<file path="config.mk">
export PLATFORM = sky130hd
export DESIGN_NAME = bpa_scan
export DESIGN_NICKNAME = d
export VERILOG_FILES = /design/src/hw/rtl/bpa_pkg.sv /design/src/hw/rtl/bpa_scan.sv
export SDC_FILE = /design/constraint.sdc
export NUM_CORES = 1
export LEC_CHECK = 0
export BUFFER_PORTS_ARGS = -buffer_cell sky130_fd_sc_hd__buf_4
export CORE_MARGIN = 2
export CORE_UTILIZATION = 34
export DETAILED_ROUTE_END_ITERATION = 16
export PLACE_DENSITY = 0.54
export SLEW_MARGIN = 20
export SYNTH_ARGS = -nofsm -noshare
export SYNTH_HDL_FRONTEND = slang
export SYNTH_SLANG_ARGS = --single-unit
</file>
<file path="constraint.sdc">
create_clock -name vclk -period 16.2
set_clock_uncertainty 0.2 [all_clocks]
set_input_delay 0 -clock vclk [all_inputs]
set_output_delay 0 -clock vclk [all_outputs]
set_load 0.01 [all_outputs]
</file>
<file path="src/hw/rtl/bpa_pkg.sv">
// ----------------------------------------------------------------------------
// bpa_pkg
// Shared types, constants and helper functions of the bitmap page allocator.
// ----------------------------------------------------------------------------
package bpa_pkg;

  localparam int unsigned MaxPages  = 65536;
  localparam int unsigned WordBits  = 32;
  localparam int unsigned NumWords  = MaxPages / WordBits;
  localparam int unsigned WordAw    = $clog2(NumWords);
  localparam int unsigned PgW       = 17;
  localparam int unsigned CfgIdxW   = 2;

  localparam logic [PgW-1:0]      MaxPagesVal = 17'd65536;
  localparam logic [WordBits-1:0] WordOnes    = '1;

  typedef enum logic [2:0] {
    OP_INIT      = 3'd0,
    OP_ALLOC_ONE = 3'd1,
    OP_FREE_ONE  = 3'd2,
    OP_ALLOC_RUN = 3'd3,
    OP_FREE_RUN  = 3'd4
  } opcode_e;

  typedef enum logic [1:0] {
    ST_DONE     = 2'd0,
    ST_NO_SPACE = 2'd1,
    ST_REJECTED = 2'd2
  } status_e;

  typedef enum logic [CfgIdxW-1:0] {
    REG_TOTAL_PAGES  = 2'd0,
    REG_LOW_RESERVED = 2'd1,
    REG_KERNEL_FIRST = 2'd2,
    REG_KERNEL_END   = 2'd3
  } cfg_reg_e;

  // Outcome of scanning one byte of the bitmap for a run of free pages.
  typedef struct packed {
    logic           found;
    logic [PgW-1:0] start;
    logic [PgW-1:0] run;
    logic [PgW-1:0] first;
  } scan_res_t;

  // Bits of the word starting at page base whose page lies in [lo, hi).
  function automatic logic [WordBits-1:0] range_mask(input logic [PgW-1:0] base,
                                                     input logic [PgW-1:0] lo,
                                                     input logic [PgW-1:0] hi);
    logic [PgW:0]          base_end;
    logic [PgW-1:0]        dl;
    logic [PgW-1:0]        dh;
    logic [WordBits-1:0]   lm;
    logic [WordBits-1:0]   hm;
    base_end = {1'b0, base} + (PgW+1)'(WordBits);
    dl = lo - base;
    dh = hi - base;
    if (lo <= base) begin
      lm = WordOnes;
    end else if ({1'b0, lo} >= base_end) begin
      lm = '0;
    end else begin
      lm = WordOnes << dl[4:0];
    end
    if (hi <= base) begin
      hm = '0;
    end else if ({1'b0, hi} >= base_end) begin
      hm = WordOnes;
    end else begin
      hm = ~(WordOnes << dh[4:0]);
    end
    return lm & hm;
  endfunction

  function automatic logic [5:0] popcount(input logic [WordBits-1:0] w);
    logic [5:0] n;
    n = '0;
    for (int i = 0; i < WordBits; i++) begin
      n = n + 6'(w[i]);
    end
    return n;
  endfunction

endpackage

</file>
<file path="src/hw/rtl/bpa_scan.sv">
// ----------------------------------------------------------------------------
// bpa_scan
// Run finder: walks eight bitmap bits and extends the current free run.
// ----------------------------------------------------------------------------
module bpa_scan import bpa_pkg::*; (
  input  logic [7:0]     bits_i,
  input  logic [PgW-1:0] page_base_i,
  input  logic [PgW-1:0] run_i,
  input  logic [PgW-1:0] first_i,
  input  logic [PgW-1:0] count_i,
  output scan_res_t      res_o
);

  always_comb begin
    scan_res_t r;
    r.found = 1'b0;
    r.start = '0;
    r.run   = run_i;
    r.first = first_i;
    for (int j = 0; j < 8; j++) begin
      if (!r.found) begin
        if (bits_i[j]) begin
          r.run = '0;
        end else begin
          if (r.run == '0) begin
            r.first = page_base_i + PgW'(j);
          end
          r.run = r.run + 1'b1;
          if (r.run == count_i) begin
            r.found = 1'b1;
            r.start = r.first;
          end
        end
      end
    end
    res_o = r;
  end

endmodule

</file>
== After elaboration in Yosys (flattened, before gate mapping) ==
Cells that the tools add are included.
Cells by class
  add/subtract/negate cells: 15
  multiplexer cells: 47
  reduce and logical (&&, ||, !) cells: 8
  eq/ne operators: 8
Operators by type and width (number)
  two-way mux 17 bit: 24
  two-way mux 52 bit: 7
  two-way mux 18 bit: 16
  adder 17 x 1 -> 17 bit (second input constant): 9
  equality test 17 bit: 8
  logical NOT 17 bit: 8
  adder 17 x 3 -> 17 bit (second input constant): 4
  adder 17 x 2 -> 17 bit (second input constant): 2
Storage, ports and cells
  register bits: 0
  bits of input ports: 76
  logic and storage cells: 78
  output and inout port bits: 52

== Longest topological paths before layout ==
  word-level depth: 37
  mapped depth: 63
  gate-level depth less buffers: 51

== Least setup slack after synthesis ==
OpenSTA, ideal clock, no wires.
  kind: input port to output port
  start: input bits_i[0]
  end: output res_o[42] in the netlist's numbering
  slack: 3.928 ns
  cell stages on the path: 57
  required time: 16.000 ns
  data arrival time: 12.072 ns
  path through: clkbuf_1 -> buf_1 -> buf_2 -> buf_1 -> nor2b_1 -> ha_1 -> or3_1 -> and2_1 -> xnor2_1 -> nand4_1 -> or4_1 -> nor4_2 -> nand4_2 -> nand2_1 -> clkbuf_1 -> a21oi_1 -> a21oi_1 -> ha_1 -> [... 21 more ...] -> o22ai_1 -> o21ai_2 -> and4b_1 -> buf_4 -> nor2_4 -> buf_2 -> nand2_1 -> o21ai_0 -> inv_1 -> ha_1 -> and2_1 -> nand4_1 -> nor4_2 -> nor3b_2 -> xnor2_1 -> nand4_4 -> buf_6 -> o31ai_2
RTL lines
  from (decl): RTL line bpa_scan.sv:6  | input logic [7:0] bits_i,
  to (decl): RTL line bpa_scan.sv:11  | output scan_res_t res_o

==> results.cfg <==
[sta]
hold_slack_ps = 248
drv_slew = 0
finalHoldViolCount = 0
totalNegativeSetupSlack_ps = 0
rsz0062_at_grt = false
max_freq_mhz = 66.2
setup-violations-final = 0
setup_slack_ps = 1090
min_period_ps = 15110
tightest_slew_ps = 1090
timing.final.crit_share = 0.933
slew-limit-headroom = 0.268

[synthesis]
netlist-cell-type-count = 132
seq_area_frac_synth = 0
synth_fp_nets = 2850
netlist_instances = 2749
synth.area.top_cells = xnor2_1, mux2i_1, nor2_1
syn_area_mm2 = 0.0178
syn_avg_cell_area_um2 = 6.49
synthAdderAreaFrac = 0.0175
yosys-mux-area-fraction = 0.0937
synth_top_family_by_area = simple AND/OR/NAND/NOR gates
synth_top_area_share = 0.0820
synth-compound-area-share = 0.331
synthXorXnorAreaFrac = 0.137
yosysTopAreaCell = xnor2_1
synth-simple-area-share = 0.351
yosys_warnings = 0

[placed_design]
dpl.cell_count = 3391
dp_slack_ps = 752
finalWeightedCongestion = 1.01
hpwl_um = 68200
io_buffers = 128

[setup_path]
cpMostUsedCell = buf_4
startpoint_type = primary input
critPathCaptureType = output pin
crit_required_ps = 16000
max_stage_delay_ps = 820
crit_type = primary input to output pin
slowest_stage = xnor2_1
crit_fanout = 20
critPathArrivalTime_ps = 14910

[pwr]
comb_power_share = 1.000
seqPwrFrac = 0
p_sw_uw = 319
p_int_uw = 180
power_density_mw_per_mm2 = 26.0
irDropWorstVdd_mv = 0.0224
pwr-share-clk = 0
netSwitchingFraction = 0.640
leakagePower_uw = 0.00689

[drt]
drc = 0
routed_wl_um = 88000
vias = 23000
via_per_inst = 6.77
drtIter0Drc = 2737
first_pass_iters = 6
post_drt_wl_per_cell_um = 25.9
ant_nets = 0

[floorplanning]
die_w_um = 233
dieArea_mm2 = 0.0543
fp.dieH_um = 233
placementRows = 83
fp.coreArea_mm2 = 0.0516
start_util = 0.346
io_pins = 128

[layout]
finalCoreUtilization = 0.371
final_common_cell = nor2_1
clock_buffers = 0
fin_nets = 2814
drive_above_1_share = 0.132
layout_common_cells = nor2_1, nand2_1, a21oi_1
fin_cells = 3392
regArea_um2 = 0
fillCellCount = 5577
seq_cells = 0
area_delta_synth_final_pct = 7.38

[hold_path]
hold_path.startpoint = bits_i[7]
worstHoldPathCells = 3
whs_endpoint = res_o[31]
hold_path_class = primary input to output pin

[global_routing]
track_usage = 0.310
grt_pass1_vias = 21500
overflow = 0
grt_pass1_wl_um = 132000
antenna_found_initial = 2
grt_max_degree = 40

[run]
maxCapViolCount = 0

[run_status]
outcome = complete, no violations

[clocking]
cts_setup_buffers = 0
==> routing by layer <==
| metal | global-route usage | up-vias | part of all wire |
|---|---|---|---|
| li1 | - | 10300 | - |
| met1 | 0.424 | 11100 | 0.42 |
| met2 | 0.504 | 1350 | 0.45 |
| met3 | 0.0349 | 213 | 0.091 |
| met4 | 0.103 | 0 | 0.038 |
| met5 | 0 | - | 0 |
==> synthesized netlist by cell type, types with 11 or more instances <==
cell type / instances
and4_1: 24
a22oi_1: 14
ha_1: 25
o211ai_1: 25
buf_4: 14
o221ai_1: 18
a221oi_1: 19
a21o_1: 20
nor4_1: 53
a211o_1: 20
or2_2: 13
and3_1: 41
nand4_1: 71
mux2_2: 34
nand3_1: 102
nor2_1: 305
o31ai_1: 19
nor2b_1: 11
o21a_1: 20
or3_1: 27
o21ai_0: 139
mux2i_1: 118
o22ai_1: 41
nor3_1: 110
clkbuf_1: 137
inv_1: 56
and2_1: 32
o2111ai_1: 13
xor2_1: 76
xnor2_1: 167
a21oi_1: 184
o21ai_1: 13
a21boi_0: 14
buf_2: 43
buf_1: 19
nand2_1: 279
a211oi_1: 38
nand2b_1: 21
or4_1: 16
a31oi_1: 44
==> repair_timing <==
action                     CTS  global route
hold endpoints to repair     0             0
resized for setup            0             6
setup endpoints to repair    0            36
hold buffers                 0             0
==> through the flow <==
| stage | total power [uW] | cell area [um2] |
|---|---|---|
| floorplan | 334 | 17800 |
| detailed placement | 484 | 19100 |
| finish | 498 | 19200 |
| global placement | 481 | 19100 |
| global route | 534 | 19200 |
| CTS | 486 | 19100 |
==> power groups by stage <==
stage / clock network (uW) / registers (uW) / logic, uW
floorplan: 0 / 0 / 334
global placement: 0 / 0 / 481
detailed placement: 0 / 0 / 484
CTS: 0 / 0 / 486
global route: 0.00000834 / 0 / 534
finish: 0.00000840 / 0 / 498
==> worst max-delay path by stage <==
stage               slack, ps  depth (start not counted)        end       from
floorplan                3930                         57  res_o[42]  bits_i[0]
global placement         1440                         51   res_o[2]   run_i[0]
detailed placement        750                         53  res_o[41]   run_i[0]
CTS                       740                         53  res_o[41]   run_i[0]
global route               30                         52  res_o[41]   run_i[0]
finish                   1090                         50  res_o[41]   run_i[0]
==> cell families (layout without fill, tap and decap cells) <==
| logic type | Yosys count | in the layout |
|---|---|---|
| AND/OR/NAND/NOR | 1197 | 1197 |
| multiplexers | 161 | 161 |
| XOR/XNOR | 257 | 257 |
| adder cells (fa/ha/maj) | 25 | 25 |
| other | 0 | 1 |
| buffers and inverters | 283 | 245 |
| AO/OA/AOI/OAI | 826 | 826 |
==> final cells by class <==
type,instances,area [um2],area share
multi-input combinational,2466,16700,0.872
antenna,1,2.50,0.000131
timing repair buffer,183,1370,0.0717
inverter,62,233,0.0121
tap,680,851,0.0444
==> critical path, delay by kind of cell <==
family	cells	cell delay (ps)
AOI/OAI and AO/OA	16	4910
and+or+nand+nor	16	5560
adders and majority gates	4	1230
xor gates and xnor gates	4	1330
buffers and inverters	9	1630
muxes	1	180
Note: power is estimated with default switching activity, not from simulation.
